===== config.mk =====
export PLATFORM = sky130hd
export DESIGN_NAME = hci_h4_stream_deframer
export DESIGN_NICKNAME = d
export VERILOG_FILES = /design/src/rtl/core/hh4_pkg.sv /design/src/rtl/core/hh4_front.sv /design/src/rtl/core/hh4_cmdq.sv /design/src/rtl/core/hh4_back.sv /design/src/rtl/core/hci_h4_stream_deframer.sv
export SDC_FILE = /design/constraint.sdc
export NUM_CORES = 1
export LEC_CHECK = 0
export ABC_AREA = 1
export ABC_CLOCK_PERIOD_IN_PS = 6000
export BUFFER_PORTS_ARGS = -buffer_cell sky130_fd_sc_hd__buf_2
export CORE_MARGIN = 4
export CORE_UTILIZATION = 58
export DETAILED_ROUTE_END_ITERATION = 8
export PLACE_DENSITY = 0.79
export REMOVE_ABC_BUFFERS = 1
export SYNTH_ARGS = -nofsm -noshare
export SYNTH_HDL_FRONTEND = slang
export SYNTH_SLANG_ARGS = --single-unit
export TNS_END_PERCENT = 50

===== constraint.sdc =====
create_clock -name clk_i -period 6 [get_ports clk_i]
set_clock_uncertainty 0.2 [all_clocks]
set_input_delay 0.9 -clock clk_i [delete_from_list [all_inputs] [get_ports clk_i]]
set_output_delay 0.9 -clock clk_i [all_outputs]
set_load 0.01 [all_outputs]

===== src/rtl/core/hh4_pkg.sv =====
package hh4_pkg;

  // Largest accepted frame: type byte + header + payload
  localparam int unsigned MAX_FRAME = 1024;
  localparam int unsigned TOTAL_W = 17;

  // Command queue between parser and result sequencer
  localparam int unsigned CMDQ_DEPTH = 8;
  localparam int unsigned CMDQ_AW = $clog2(CMDQ_DEPTH);

  // Configuration port
  localparam int unsigned APB_AW = 4;
  localparam int unsigned APB_DW = 32;
  localparam logic [1:0] REG_ISO_EN = 2'd0;
  localparam logic [1:0] REG_CLASSIC_EN = 2'd1;
  localparam logic [1:0] REG_EXT_ADV_EN = 2'd2;

  // H4 packet type codes
  localparam logic [2:0] TY_CMD = 3'd1;
  localparam logic [2:0] TY_ACL = 3'd2;
  localparam logic [2:0] TY_SCO = 3'd3;
  localparam logic [2:0] TY_EVT = 3'd4;
  localparam logic [2:0] TY_ISO = 3'd5;

  // Result packet kinds
  localparam logic [1:0] KIND_EVT = 2'd0;
  localparam logic [1:0] KIND_ACL = 2'd1;
  localparam logic [1:0] KIND_ISO = 2'd2;

  // Event codes of interest
  localparam logic [7:0] EVT_INQ_RESULT_RSSI = 8'h22;
  localparam logic [7:0] EVT_EXT_INQ_RESULT = 8'h2F;
  localparam logic [7:0] EVT_LE_META = 8'h3E;
  localparam logic [7:0] SUB_ADV_REPORT = 8'h02;
  localparam logic [7:0] SUB_EXT_ADV_REPORT = 8'h0D;
  localparam logic [7:0] ADV_TYPE_LEGACY = 8'h10;

  typedef enum logic [1:0] {
    PH_IDLE,
    PH_HEADER,
    PH_PAYLOAD
  } phase_e;

  typedef enum logic [1:0] {
    ST_DATA,
    ST_BAD_TYPE,
    ST_OVERSIZE
  } status_e;

  // One queued command: a run of one to four results
  typedef struct packed {
    logic [3:0][7:0] bytes;
    logic [1:0]      last_idx;
    logic            first;
    logic            last;
    logic            disc;
    logic [1:0]      kind;
    status_e         status;
  } cmd_t;

  // One result item
  typedef struct packed {
    logic [7:0] data;
    logic [1:0] kind;
    logic       first;
    logic       last;
    logic       disc;
    status_e    status;
  } res_t;

  function automatic logic [2:0] hdr_len(input logic [2:0] ty);
    logic [2:0] len;
    case (ty)
      TY_CMD, TY_SCO: len = 3'd3;
      TY_EVT: len = 3'd2;
      default: len = 3'd4;
    endcase
    return len;
  endfunction

  function automatic logic [1:0] kind_of(input logic [2:0] ty);
    logic [1:0] k;
    case (ty)
      TY_ACL: k = KIND_ACL;
      TY_ISO: k = KIND_ISO;
      default: k = KIND_EVT;
    endcase
    return k;
  endfunction

  function automatic logic evt_disc(input logic [7:0] code, input logic [7:0] sub,
                                    input logic [7:0] cnt, input logic [7:0] rtype,
                                    input logic classic_en, input logic ext_adv_en);
    logic d;
    d = 1'b0;
    if (classic_en && (code == EVT_INQ_RESULT_RSSI || code == EVT_EXT_INQ_RESULT)) begin
      d = 1'b1;
    end
    if (code == EVT_LE_META) begin
      if (sub == SUB_ADV_REPORT) begin
        d = 1'b1;
      end
      if (ext_adv_en && sub == SUB_EXT_ADV_REPORT && cnt == 8'd1 &&
          (rtype & ADV_TYPE_LEGACY) != 8'd0) begin
        d = 1'b1;
      end
    end
    return d;
  endfunction

endpackage


===== src/rtl/core/hh4_front.sv =====
module hh4_front (
  input  logic          clk_i,
  input  logic          rst_ni,
  input  logic          accept_i,
  input  logic [7:0]    rx_byte_i,
  input  logic          iso_en_i,
  input  logic          classic_en_i,
  input  logic          ext_adv_en_i,
  output logic          push_o,
  output hh4_pkg::cmd_t cmd_o
);

  hh4_pkg::phase_e  phase_q, phase_d;
  logic [2:0]       type_q, type_d;
  logic [3:0][7:0]  hdr_q, hdr_d;
  logic [2:0]       hc_q, hc_d;
  logic [15:0]      rem_q, rem_d;
  logic [1:0]       pidx_q, pidx_d;
  logic [7:0]       code_q, code_d;
  logic [7:0]       sub_q, sub_d;
  logic [7:0]       cnt_q, cnt_d;
  logic [7:0]       rtype_q, rtype_d;
  logic             skip_q, skip_d;

  logic [2:0]       hl;
  logic [2:0]       hc_inc;
  logic [3:0][7:0]  hdr_new;
  logic [15:0]      plen;
  logic [hh4_pkg::TOTAL_W-1:0] total;
  logic [15:0]      rem_dec;
  logic             type_ok;

  always_comb begin
    hl = hh4_pkg::hdr_len(type_q);
    hc_inc = hc_q + 3'd1;
    hdr_new = hdr_q;
    hdr_new[hc_q[1:0]] = rx_byte_i;
    case (type_q)
      hh4_pkg::TY_EVT: plen = {8'd0, hdr_new[1]};
      hh4_pkg::TY_CMD, hh4_pkg::TY_SCO: plen = {8'd0, hdr_new[2]};
      hh4_pkg::TY_ISO: plen = {2'b00, hdr_new[3][5:0], hdr_new[2]};
      default: plen = {hdr_new[3], hdr_new[2]};
    endcase
    total = hh4_pkg::TOTAL_W'(1) + hh4_pkg::TOTAL_W'(hl) + hh4_pkg::TOTAL_W'(plen);
    rem_dec = rem_q - 16'd1;
    type_ok = (rx_byte_i >= {5'd0, hh4_pkg::TY_CMD}) && (rx_byte_i <= {5'd0, hh4_pkg::TY_ISO}) &&
              !(rx_byte_i == {5'd0, hh4_pkg::TY_ISO} && !iso_en_i);
  end

  always_comb begin
    phase_d = phase_q;
    type_d = type_q;
    hdr_d = hdr_q;
    hc_d = hc_q;
    rem_d = rem_q;
    pidx_d = pidx_q;
    code_d = code_q;
    sub_d = sub_q;
    cnt_d = cnt_q;
    rtype_d = rtype_q;
    skip_d = skip_q;
    push_o = 1'b0;
    cmd_o = '0;

    if (accept_i) begin
      case (phase_q)
        hh4_pkg::PH_IDLE: begin
          if (type_ok) begin
            type_d = rx_byte_i[2:0];
            hc_d = 3'd0;
            skip_d = 1'b0;
            phase_d = hh4_pkg::PH_HEADER;
          end else begin
            // Report the offending type byte, stay on type parsing
            push_o = 1'b1;
            cmd_o.bytes[0] = rx_byte_i;
            cmd_o.status = hh4_pkg::ST_BAD_TYPE;
          end
        end
        hh4_pkg::PH_HEADER: begin
          hdr_d = hdr_new;
          hc_d = hc_inc;
          if (hc_inc >= hl) begin
            code_d = hdr_new[0];
            sub_d = 8'd0;
            cnt_d = 8'd0;
            rtype_d = 8'd0;
            pidx_d = 2'd0;
            rem_d = plen;
            if (total > hh4_pkg::TOTAL_W'(hh4_pkg::MAX_FRAME)) begin
              push_o = 1'b1;
              cmd_o.status = hh4_pkg::ST_OVERSIZE;
              skip_d = 1'b1;
            end else if (type_q == hh4_pkg::TY_CMD || type_q == hh4_pkg::TY_SCO) begin
              skip_d = 1'b1;
            end else begin
              // Release the whole header as one command
              push_o = 1'b1;
              skip_d = 1'b0;
              cmd_o.bytes = hdr_new;
              cmd_o.last_idx = 2'(hl - 3'd1);
              cmd_o.first = 1'b1;
              cmd_o.last = (plen == 16'd0);
              cmd_o.kind = hh4_pkg::kind_of(type_q);
              cmd_o.disc = (plen == 16'd0) && (type_q == hh4_pkg::TY_EVT) &&
                           hh4_pkg::evt_disc(hdr_new[0], 8'd0, 8'd0, 8'd0,
                                             classic_en_i, ext_adv_en_i);
              cmd_o.status = hh4_pkg::ST_DATA;
            end
            if (plen == 16'd0) begin
              phase_d = hh4_pkg::PH_IDLE;
              skip_d = 1'b0;
              rem_d = 16'd0;
            end else begin
              phase_d = hh4_pkg::PH_PAYLOAD;
            end
          end
        end
        hh4_pkg::PH_PAYLOAD: begin
          rem_d = rem_dec;
          if (!skip_q) begin
            if (type_q == hh4_pkg::TY_EVT) begin
              case (pidx_q)
                2'd0: sub_d = rx_byte_i;
                2'd1: cnt_d = rx_byte_i;
                2'd2: rtype_d = rx_byte_i;
                default: ;
              endcase
              if (pidx_q != 2'd3) begin
                pidx_d = pidx_q + 2'd1;
              end
            end
            push_o = 1'b1;
            cmd_o.bytes[0] = rx_byte_i;
            cmd_o.last = (rem_dec == 16'd0);
            cmd_o.kind = hh4_pkg::kind_of(type_q);
            cmd_o.disc = (rem_dec == 16'd0) && (type_q == hh4_pkg::TY_EVT) &&
                         hh4_pkg::evt_disc(code_q, sub_d, cnt_d, rtype_d,
                                           classic_en_i, ext_adv_en_i);
            cmd_o.status = hh4_pkg::ST_DATA;
          end
          if (rem_dec == 16'd0) begin
            phase_d = hh4_pkg::PH_IDLE;
            skip_d = 1'b0;
          end
        end
        default: phase_d = hh4_pkg::PH_IDLE;
      endcase
    end
  end

  always_ff @(posedge clk_i or negedge rst_ni) begin
    if (!rst_ni) begin
      phase_q <= hh4_pkg::PH_IDLE;
      type_q <= 3'd0;
      hc_q <= 3'd0;
      rem_q <= 16'd0;
      pidx_q <= 2'd0;
      code_q <= 8'd0;
      sub_q <= 8'd0;
      cnt_q <= 8'd0;
      rtype_q <= 8'd0;
      skip_q <= 1'b0;
    end else begin
      phase_q <= phase_d;
      type_q <= type_d;
      hc_q <= hc_d;
      rem_q <= rem_d;
      pidx_q <= pidx_d;
      code_q <= code_d;
      sub_q <= sub_d;
      cnt_q <= cnt_d;
      rtype_q <= rtype_d;
      skip_q <= skip_d;
    end
  end

  always_ff @(posedge clk_i) begin
    hdr_q <= hdr_d;
  end

endmodule


===== src/rtl/core/hh4_cmdq.sv =====
module hh4_cmdq (
  input  logic          clk_i,
  input  logic          rst_ni,
  input  logic          push_i,
  input  hh4_pkg::cmd_t wdata_i,
  input  logic          pop_i,
  output hh4_pkg::cmd_t rdata_o,
  output logic          not_empty_o,
  output logic          full_o
);

  hh4_pkg::cmd_t              mem_q [hh4_pkg::CMDQ_DEPTH];
  logic [hh4_pkg::CMDQ_AW-1:0] wr_q, wr_d;
  logic [hh4_pkg::CMDQ_AW-1:0] rd_q, rd_d;
  logic [hh4_pkg::CMDQ_AW:0]   cnt_q, cnt_d;
  logic                        do_push, do_pop;

  always_comb begin
    do_push = push_i && !full_o;
    do_pop = pop_i && not_empty_o;
    wr_d = do_push ? wr_q + 1'b1 : wr_q;
    rd_d = do_pop ? rd_q + 1'b1 : rd_q;
    cnt_d = cnt_q;
    if (do_push && !do_pop) begin
      cnt_d = cnt_q + 1'b1;
    end else if (do_pop && !do_push) begin
      cnt_d = cnt_q - 1'b1;
    end
  end

  assign rdata_o = mem_q[rd_q];
  assign not_empty_o = (cnt_q != '0);
  assign full_o = (cnt_q == (hh4_pkg::CMDQ_AW + 1)'(hh4_pkg::CMDQ_DEPTH));

  always_ff @(posedge clk_i or negedge rst_ni) begin
    if (!rst_ni) begin
      wr_q <= '0;
      rd_q <= '0;
      cnt_q <= '0;
    end else begin
      wr_q <= wr_d;
      rd_q <= rd_d;
      cnt_q <= cnt_d;
    end
  end

  always_ff @(posedge clk_i) begin
    if (do_push) begin
      mem_q[wr_q] <= wdata_i;
    end
  end

endmodule


===== src/rtl/core/hh4_back.sv =====
module hh4_back (
  input  logic          clk_i,
  input  logic          rst_ni,
  input  hh4_pkg::cmd_t cmd_i,
  input  logic          cmd_avail_i,
  output logic          cmd_take_o,
  input  logic          pop_i,
  output logic          valid_o,
  output hh4_pkg::res_t res_o
);

  hh4_pkg::cmd_t cur_q, cur_d;
  logic [1:0]    idx_q, idx_d;
  logic          valid_q, valid_d;
  logic          at_end;
  logic          take;

  always_comb begin
    at_end = (idx_q == cur_q.last_idx);
    take = valid_q && pop_i;
    cur_d = cur_q;
    idx_d = idx_q;
    valid_d = valid_q;
    cmd_take_o = 1'b0;
    if (!valid_q || (take && at_end)) begin
      // Load the next command as soon as the current one is drained
      cmd_take_o = cmd_avail_i;
      valid_d = cmd_avail_i;
      cur_d = cmd_i;
      idx_d = 2'd0;
    end else if (take) begin
      idx_d = idx_q + 2'd1;
    end
  end

  always_comb begin
    res_o.data = cur_q.bytes[idx_q];
    res_o.kind = cur_q.kind;
    res_o.first = cur_q.first && (idx_q == 2'd0);
    res_o.last = cur_q.last && at_end;
    res_o.disc = cur_q.disc && at_end;
    res_o.status = cur_q.status;
  end

  assign valid_o = valid_q;

  always_ff @(posedge clk_i or negedge rst_ni) begin
    if (!rst_ni) begin
      valid_q <= 1'b0;
      idx_q <= 2'd0;
    end else begin
      valid_q <= valid_d;
      idx_q <= idx_d;
    end
  end

  always_ff @(posedge clk_i) begin
    cur_q <= cur_d;
  end

endmodule


===== src/rtl/core/hci_h4_stream_deframer.sv =====
// H4 stream deframer for Bluetooth HCI traffic.
// Input channel: one stream byte per item on rx_byte_i, written with push
// while full is low. Result channel: a queue read with pop while empty is
// low; each result item carries a forwarded byte with packet kind, first and
// last marks, a discardable hint on an event's last byte, and a status
// (data, bad type, oversize packet).
// The parser takes one byte every cycle while full is low. Each byte that
// produces results becomes one command in an eight-entry command queue; the
// sequencer behind it emits one result item per cycle while pop is high, so a
// released header (up to four items) drains while parsing goes on.
// A result passes through the command queue and then the sequencer register
// before it reaches the result ports. Throughput: one byte per cycle sustained
// while pop stays high; the header bytes that arrive before a release give the
// sequencer its catch-up time.
// When pop stays low, results wait in the sequencer and command queue; full
// rises once the queue holds eight commands, and bytes that make no result
// still need a free queue slot to be taken.
// Reset empties both queues, puts the parser on type-byte parsing and sets
// iso_enable to 1, classic_enable and ext_adv_enable to 0.
// Configuration: APB port, register i at byte address 4*i; pready is high.
module hci_h4_stream_deframer (
  input  logic                        clk_i,
  input  logic                        rst_ni,
  // byte input
  input  logic                        push,
  output logic                        full,
  input  logic [7:0]                  rx_byte_i,
  // result output
  output logic                        empty,
  input  logic                        pop,
  output logic [7:0]                  data_byte_o,
  output logic [1:0]                  packet_kind_o,
  output logic                        first_byte_o,
  output logic                        last_byte_o,
  output logic                        discardable_o,
  output logic [1:0]                  status_o,
  // configuration
  input  logic                        psel,
  input  logic                        penable,
  input  logic                        pwrite,
  input  logic [hh4_pkg::APB_AW-1:0]  paddr,
  input  logic [hh4_pkg::APB_DW-1:0]  pwdata,
  output logic [hh4_pkg::APB_DW-1:0]  prdata,
  output logic                        pready
);

  logic          iso_en_q, classic_en_q, ext_adv_en_q;
  logic          cfg_wr;
  logic [1:0]    reg_idx;
  logic          accept;
  logic          front_push;
  hh4_pkg::cmd_t front_cmd;
  hh4_pkg::cmd_t q_cmd;
  logic          q_not_empty;
  logic          q_full;
  logic          q_take;
  logic          res_valid;
  hh4_pkg::res_t res;

  // Configuration registers
  assign pready = 1'b1;
  assign reg_idx = paddr[hh4_pkg::APB_AW-1:2];
  assign cfg_wr = psel && penable && pwrite && pready;

  always_comb begin
    case (reg_idx)
      hh4_pkg::REG_ISO_EN: prdata = {{(hh4_pkg::APB_DW-1){1'b0}}, iso_en_q};
      hh4_pkg::REG_CLASSIC_EN: prdata = {{(hh4_pkg::APB_DW-1){1'b0}}, classic_en_q};
      hh4_pkg::REG_EXT_ADV_EN: prdata = {{(hh4_pkg::APB_DW-1){1'b0}}, ext_adv_en_q};
      default: prdata = '0;
    endcase
  end

  always_ff @(posedge clk_i or negedge rst_ni) begin
    if (!rst_ni) begin
      iso_en_q <= 1'b1;
      classic_en_q <= 1'b0;
      ext_adv_en_q <= 1'b0;
    end else if (cfg_wr) begin
      case (reg_idx)
        hh4_pkg::REG_ISO_EN: iso_en_q <= pwdata[0];
        hh4_pkg::REG_CLASSIC_EN: classic_en_q <= pwdata[0];
        hh4_pkg::REG_EXT_ADV_EN: ext_adv_en_q <= pwdata[0];
        default: ;
      endcase
    end
  end

  // Hold off input only when the command queue has no room
  assign full = q_full;
  assign accept = push && !q_full;

  hh4_front u_front (
    .clk_i        (clk_i),
    .rst_ni       (rst_ni),
    .accept_i     (accept),
    .rx_byte_i    (rx_byte_i),
    .iso_en_i     (iso_en_q),
    .classic_en_i (classic_en_q),
    .ext_adv_en_i (ext_adv_en_q),
    .push_o       (front_push),
    .cmd_o        (front_cmd)
  );

  hh4_cmdq u_cmdq (
    .clk_i       (clk_i),
    .rst_ni      (rst_ni),
    .push_i      (front_push),
    .wdata_i     (front_cmd),
    .pop_i       (q_take),
    .rdata_o     (q_cmd),
    .not_empty_o (q_not_empty),
    .full_o      (q_full)
  );

  hh4_back u_back (
    .clk_i       (clk_i),
    .rst_ni      (rst_ni),
    .cmd_i       (q_cmd),
    .cmd_avail_i (q_not_empty),
    .cmd_take_o  (q_take),
    .pop_i       (pop),
    .valid_o     (res_valid),
    .res_o       (res)
  );

  assign empty = !res_valid;
  assign data_byte_o = res.data;
  assign packet_kind_o = res.kind;
  assign first_byte_o = res.first;
  assign last_byte_o = res.last;
  assign discardable_o = res.disc;
  assign status_o = res.status;

  // A queued command reaches the result side in the next cycle
  a_no_stuck_cmd: assert property (@(posedge clk_i) disable iff (!rst_ni)
    (empty && q_not_empty) |=> !empty)
    else $error("queued command not loaded into result stage");

  // Error results carry no packet marks
  a_err_no_marks: assert property (@(posedge clk_i) disable iff (!rst_ni)
    (!empty && res.status != hh4_pkg::ST_DATA) |-> (!res.first && !res.last && !res.disc))
    else $error("error result carries packet marks");

  // Discardable only on the last byte of an event
  a_disc_on_evt_last: assert property (@(posedge clk_i) disable iff (!rst_ni)
    (!empty && res.disc) |-> (res.last && res.kind == hh4_pkg::KIND_EVT))
    else $error("discardable outside an event's last byte");

endmodule


==> key figures, run 1 <==
STA
  • Period utilization: 89.4%
  • Maximum clock frequency: around 190 MHz
  • Final setup violation count: 0
  • Max-slew violations: 0
  • Final Critical Period: about 5400 ps
  • Final hold violations: 0
  • Slew @ Worst Pin: 1200 ps
  • Max_slew headroom: ~20%
  • RSZ-0062 raised after global routing: false

Clock tree
  • Clock sinks: 460
  • TritonCTS Buffers: 46
  • Postcts setup bufs: 0
  • Clk root buf: clkbuf_16
  • Clk_lat worst skew: 570 ps
  • CTS clock-pin slew for the worst setup and hold paths: around 60 ps
  • CTS Hold Buffers Added: 0
  • CTS tree: yes
  • Resized cells post-CTS: 0
  • Clock tree buffer depth: 3
  • H-tree levels: 2

Run
  • Max-cap viol count: 0

Cells and area
  • Most frequent cells in the layout: nor2_1, edfxtp_1, nand2_1
  • Final core occ: 64.9%
  • Fraction of layout cells with a size suffix above 1: 7.99%
  • Area Overhead vs Synth: 9.38%
  • Number of fill cells: 2,538
  • Most common cell after layout, fill and taps aside: nor2_1
  • Layout Nets: 2,082
  • Fin area: 0.0226 mm²
  • Ant diodes: 0

Setup path
  • Req. time, crit path: 6080 ps
  • Crit end category: flop
  • Reg2reg end: u_cmdq.mem_q[5][35]
  • Critical path cell sequence: inv_1 > ha_1 > o21ai_0 > inv_1 > o21ai_0 > ha_1 > inv_1 > fa_1 > o21ai_0 > nand2_1 > nor2_1 > nand2_1 > nor2_1 > a21oi_1 > nor2_2 > nand3_2 > nor2_4 > inv_2 > a21oi_1
  • Maximum fanout along the worst path: 25
  • Slowest-stage cell, CP: a21oi_1
  • Critical path startpoint category: flop
  • Setup slack, reg-to-reg: 640 ps
  • Critical Path AT: 5440 ps
  • Slowest stage delay, CP: between 500 and 600 ps
  • Register-to-Register Path Depth: 19
  • Crit Path Category: reg2reg
  • FF-to-FF Start: u_front.hc_q[0]

Route
  • Final wirelength: 49,800 µm
  • Routed WL per cell: 19.9 µm
  • Total number of vias: about 15k
  • Remaining DRCs: 0
  • DRT Pass-1 Iters: 6
  • Vias per cell: ~6
  • Starting DRC count in detailed routing: 1,549
  • Post-route ant nets: 0

Floorplan
  • Boundary pin count: 101
  • Core area: 0.0349 mm²
  • Chip width: between 150 and 200 µm
  • Row cnt: 68
  • Initial Util: 59.4%
  • Die area: 0.0388 mm²
  • Die span in y: just under 200 µm

Synth
  • Avg Inst Size Synth: 10.4 µm²
  • Seq/Total Area, Yosys: ~65%
  • Asr flop ratio synth: 14.8%
  • Ys flop type: edfxtp_1
  • Mapped Area: 0.0207 mm²
  • Number of synthesized flops with an enable pin: 392
  • Top cell type's share of synthesized area: a little under three fifths
  • Mapped Cells: roughly 2k
  • Dominant cell type by area after synthesis: edfxtp_1
  • Ranking of synthesized cells by area: edfxtp_1, dfrtp_1, nor2_1
  • Count of cell types in the netlist: 44
  • Synth Register Bits: 460
  • YS warnings: 0

Place
  • I/O Buffers: 35
  • Dpl hpwl: 29,900 µm
  • Placed Area: 0.0212 mm²
  • GPL Wtd Cong: 0.966

Power
  • Switching Share: about two fifths
  • Flop pwr share: approximately two fifths
  • Clock network power share: 24.4%
  • Worst IR Drop VDD: about 0.68 mV
  • Design Power: 11.5 mW
  • Pwr per Cell Area: a little over 500 mW/mm²
  • Internal power: 7.03 mW
  • Lkg Pwr: 8.65 nW
  • Gate power share: 35.4%
  • Psw: 4.44 mW

Status
  • Status: complete, no violations

GRT
  • Vias in the first global route: 14.3k
  • GRT Total Usage: 25.2%
  • Global-route wire length before repair: 77,100 µm
  • Initial antenna violation count: 0
  • Pin count of the biggest net entering global routing: 125
  • Gr ovfl total: 0

Min path
  • Hold Path End: u_front.sub_q[1]
  • Hold Crit Depth: 2
  • HP Class: reg2reg
  • Hold_sp: u_front.sub_q[1]
[registers in the layout, summed over array words and instances, names as in the netlist, 4 cells and up]
register        flops
u_front.code_q      8
u_front.rem_q      16
u_back.cur_q       36
u_front.sub_q       8
u_front.hdr_q      32
u_cmdq.cnt_q        4
u_cmdq.mem_q      320
u_front.cnt_q       8
u_back.res_o        4
[worst max-delay path by stage]
stage,cells past startpoint,slack [ps],start,end
2_1_floorplan,5,-300,u_cmdq.rd_q[0],u_back.cur_q[10]
3_3_place_gp,19,860,rx_byte_i[0],u_cmdq.mem_q[3][35]
3_5_place_dp,19,540,rx_byte_i[0],u_cmdq.mem_q[7][35]
4_1_cts,20,810,u_front.hc_q[1],u_cmdq.mem_q[5][35]
5_1_grt,20,330,u_front.hc_q[1],u_cmdq.mem_q[5][35]
6_report,19,640,u_front.hc_q[0],u_cmdq.mem_q[5][35]
[layer usage]
layer	GRT usage (%)	wire [µm]	vias to the layer above
met5	0	0	-
met1	35.1	20000	7051
met3	4.05	4690	118
met2	41.0	23700	763
li1	-	-	6821
met4	8.32	1400	0
[power by group through the flow]
stage          logic (mW)  registers, mW  clock network, mW
2_1_floorplan        2.62           4.65                  0
3_3_place_gp         3.85           4.63                  0
3_5_place_dp         3.99           4.66                  0
4_1_cts              4.03           4.60               2.83
5_1_grt              4.51           4.66               2.97
6_report             4.07           4.61               2.80
[cell usage after synthesis, types with 15 or more instances]
cell type / instances
a21oi_1: 41
a31oi_1: 42
buf_4: 38
clkbuf_1: 66
dfrtp_1: 67
edfxtp_1: 392
ha_1: 26
inv_1: 133
nand2_1: 287
nand3_1: 44
nand4_1: 17
nor2_1: 411
o21ai_0: 255
o22ai_1: 48
o31ai_1: 15
xor2_1: 15
[metrics by stage]
stage | setup slack, ps | hold slack (ps) | setup TNS (ps) | instances
5_1_grt | 334 | 300 | 0 | 2496
6_report | 637 | 276 | 0 | 2496
2_1_floorplan | -301 | 243 | -12030 | 1896
4_1_cts | 810 | 279 | 0 | 2496
3_3_place_gp | 859 | 259 | 0 | 2410
3_5_place_dp | 536 | 265 | 0 | 2410
[kinds of logic after synthesis]
| kind of cell | count (synthesis) | share of synthesized area [%] |
|---|---|---|
| compound gates | 415 | 10.9 |
| fa+ha+maj | 28 | 1.76 |
| flops | 460 | 65.1 |
| buf+inv | 267 | 5.77 |
| mux | 1 | 0.0544 |
| other cells | 2 | 0.0363 |
| xor+xnor | 22 | 0.931 |
| simple gates | 797 | 15.5 |
[cell type report]
cell class	instances	area [µm²]	area share [%]
clock inverter	31	293	1.29
clock buffer	55	1190	5.28
timing repair buffer	59	355	1.57
inverter	141	533	2.35
multi-input combinational	1295	6220	27.5
tap	455	569	2.51
sequential	460	13500	59.5
[critical path, delay by kind of cell, from the launching register on]
| family | cells | cell delay [ps] |
|---|---|---|
| flops | 1 | 460 |
| simple gates | 7 | 1110 |
| fa+ha+maj | 3 | 950 |
| buf+inv | 4 | 590 |
| compound gates | 5 | 1750 |
Power figures use the tool's default switching activity.
==> run 2: changes to the inputs <==
--- a/config.mk
+++ b/config.mk
@@ -11,7 +11,7 @@
 export CORE_MARGIN = 4
 export CORE_UTILIZATION = 58
 export DETAILED_ROUTE_END_ITERATION = 8
-export PLACE_DENSITY = 0.79
+export PLACE_DENSITY = 0.78
 export REMOVE_ABC_BUFFERS = 1
 export SYNTH_ARGS = -nofsm -noshare
 export SYNTH_HDL_FRONTEND = slang
==> key figures, run 2 (synthesis gave the netlist of run 1 again) <==
Status
  • Status: complete, no violations

Setup path
  • Critical path startpoint category: flop
  • Crit Path Category: reg2reg
  • CP Launch Point: u_front.hc_q[1]
  • Setup slack, reg-to-reg: 610 ps
  • Req. time, crit path: 6100 ps
  • Crit end category: flop
  • Register-to-Register Path Depth: 20
  • FF-to-FF Start: u_front.hc_q[1]
  • Critical path endpoint: u_cmdq.mem_q[3][35]
  • Maximum fanout along the worst path: 25
  • Critical Path AT: ~5500 ps
  • Reg2reg end: u_cmdq.mem_q[3][35]

Min path
  • HP Class: reg2reg
  • Hold Crit Depth: 2

GRT
  • Gr ovfl total: 0
  • Global-route wire length before repair: 77,100 µm
  • Pin count of the biggest net entering global routing: 85
  • GRT Total Usage: approximately a quarter
  • Initial antenna violation count: 3
  • Vias in the first global route: 14.0k

STA
  • Maximum clock frequency: 186 MHz
  • Max-slew violations: 0
  • Final hold violations: 0
  • RSZ-0062 raised after global routing: false
  • Max_slew headroom: 20.8%
  • Slew @ Worst Pin: between 1000 and 1500 ps
  • Final Critical Period: 5390 ps
  • Period utilization: 89.8%
  • Setup TNS: 0 ps
  • Final setup violation count: 0

Route
  • Total number of vias: 14.8k
  • Final wirelength: around 50,000 µm
  • Routed WL per cell: 20.1 µm
  • Post-route ant nets: 0
  • DRT Pass-1 Iters: 6
  • Starting DRC count in detailed routing: 1,628
  • Remaining DRCs: 0
  • Vias per cell: approximately 6

Clock tree
  • Postcts setup bufs: 0
  • Resized cells post-CTS: 0
  • H-tree levels: 2
  • CTS clock-pin slew for the worst setup and hold paths: 60 ps
  • Clock tree buffer depth: 3
  • Clock sinks: 460
  • Clk root buf: clkbuf_16
  • Clk_lat worst skew: 590 ps
  • TritonCTS Buffers: 48
  • CTS Hold Buffers Added: 0
  • CTS tree: yes

Floorplan
  • Die area: 0.0388 mm²
  • Chip width: about 200 µm
  • Boundary pin count: 101
  • Initial Util: 59.4%
  • Core area: 0.0349 mm²
  • Die span in y: 197 µm
  • Row cnt: 68

Place
  • GPL Wtd Cong: approximately 0.91
  • I/O Buffers: 35
  • Dpl hpwl: roughly 30,000 µm

Cells and area
  • Max FFs per register: 320
  • Fraction of layout cells with a size suffix above 1: 8.36%
  • Area Overhead vs Synth: 9.84%
  • Most common cell after layout, fill and taps aside: nor2_1
  • Layout Nets: 2,088
  • Top Registers: u_cmdq.mem_q: 320 flops, u_back.cur_q: 36 flops, u_front.hdr_q: 32 flops
  • Most frequent cells in the layout: nor2_1, edfxtp_1, nand2_1
  • Biggest register: u_cmdq.mem_q
  • Final core occ: 65.2%
  • Number of fill cells: approximately 2.6k

Power
  • Worst IR Drop VDD: 0.337 mV
  • Design Power: roughly 12 mW
  • Pwr per Cell Area: 509 mW/mm²
  • Lkg Pwr: between 8 and 9 nW

Run
  • Max-cap viol count: 0
-- run 2: changes by cell type in the layout (fill, tap and decap cells not counted), sizes merged --
cell | previous run | this run
bufinv | 4 | 5
diode | 0 | 2
buf | 59 | 63
clkinvlp | 0 | 2
clkinv | 27 | 26
clkbuf | 55 | 54
-- run 2: area by class of cell --
type                            count  area, µm²  share of cell area (%)
Sequential cell                   460      13500                    59.3
Multi-Input combinational cell   1295       6220                    27.4
Clock buffer                       54       1220                    5.38
Tap cell                          455        569                    2.50
Inverter                          141        533                    2.34
Timing Repair Buffer               63        385                    1.69
Clock inverter                     33        325                    1.43
Antenna cell                        2       5.00                  0.0220
-- run 2: worst min path at each step --
stage                                 start           endpoint
after floorplan           u_front.code_q[7]  u_front.code_q[7]
after global placement    u_front.code_q[6]  u_front.code_q[6]
after detailed placement   u_front.sub_q[5]   u_front.sub_q[5]
after CTS                  u_front.sub_q[5]   u_front.sub_q[5]
after global routing       u_front.cnt_q[3]   u_front.cnt_q[3]
final                      u_front.sub_q[5]   u_front.sub_q[5]
-- run 2: critical path: stages, from the launching register on --
cell	delay [ps]
dfrtp_1	410
inv_1	110
ha_1	640
nand2_1	110
o21ai_0	140
inv_1	150
nor2_1	120
o21bai_1	180
inv_1	140
fa_1	480
o21ai_0	350
nand2_1	130
nor2_1	150
nand2_1	80
nor2_1	150
a21oi_1	100
nor2_2	190
nand3_2	170
nor2_4	240
inv_2	320
a21oi_1	540
-- run 2: power by group --
part | total (mW) | internal (mW) | switching, mW
registers | 4.62 | 4.26 | 0.368
logic | 4.04 | 1.17 | 2.87
clock network | 2.92 | 1.69 | 1.23
total | 11.6 | 7.12 | 4.47
-- run 2: layer usage --
| metal | wire length, µm | global-route usage [%] | vias to the layer above | part of all wire, % |
|---|---|---|---|---|
| met1 | 20500 | 35.3 | 7159 | 41 |
| met4 | 1640 | 10.3 | 0 | 3.3 |
| met2 | 23900 | 40.8 | 698 | 48 |
| met5 | 0 | 0 | - | 0 |
| li1 | - | - | 6837 | - |
| met3 | 4220 | 4.10 | 107 | 8.4 |
-- run 2: stage by stage --
stage                     setup slack, ps  cells  instance area, µm²  hold WS (ps)
after floorplan                      -301   1896               20200           243
after global placement                866   2414               21200           258
after detailed placement              728   2414               21200           264
after CTS                             750   2501               22700           278
after global routing                  187   2503               22700           300
final                                 610   2503               22700           277
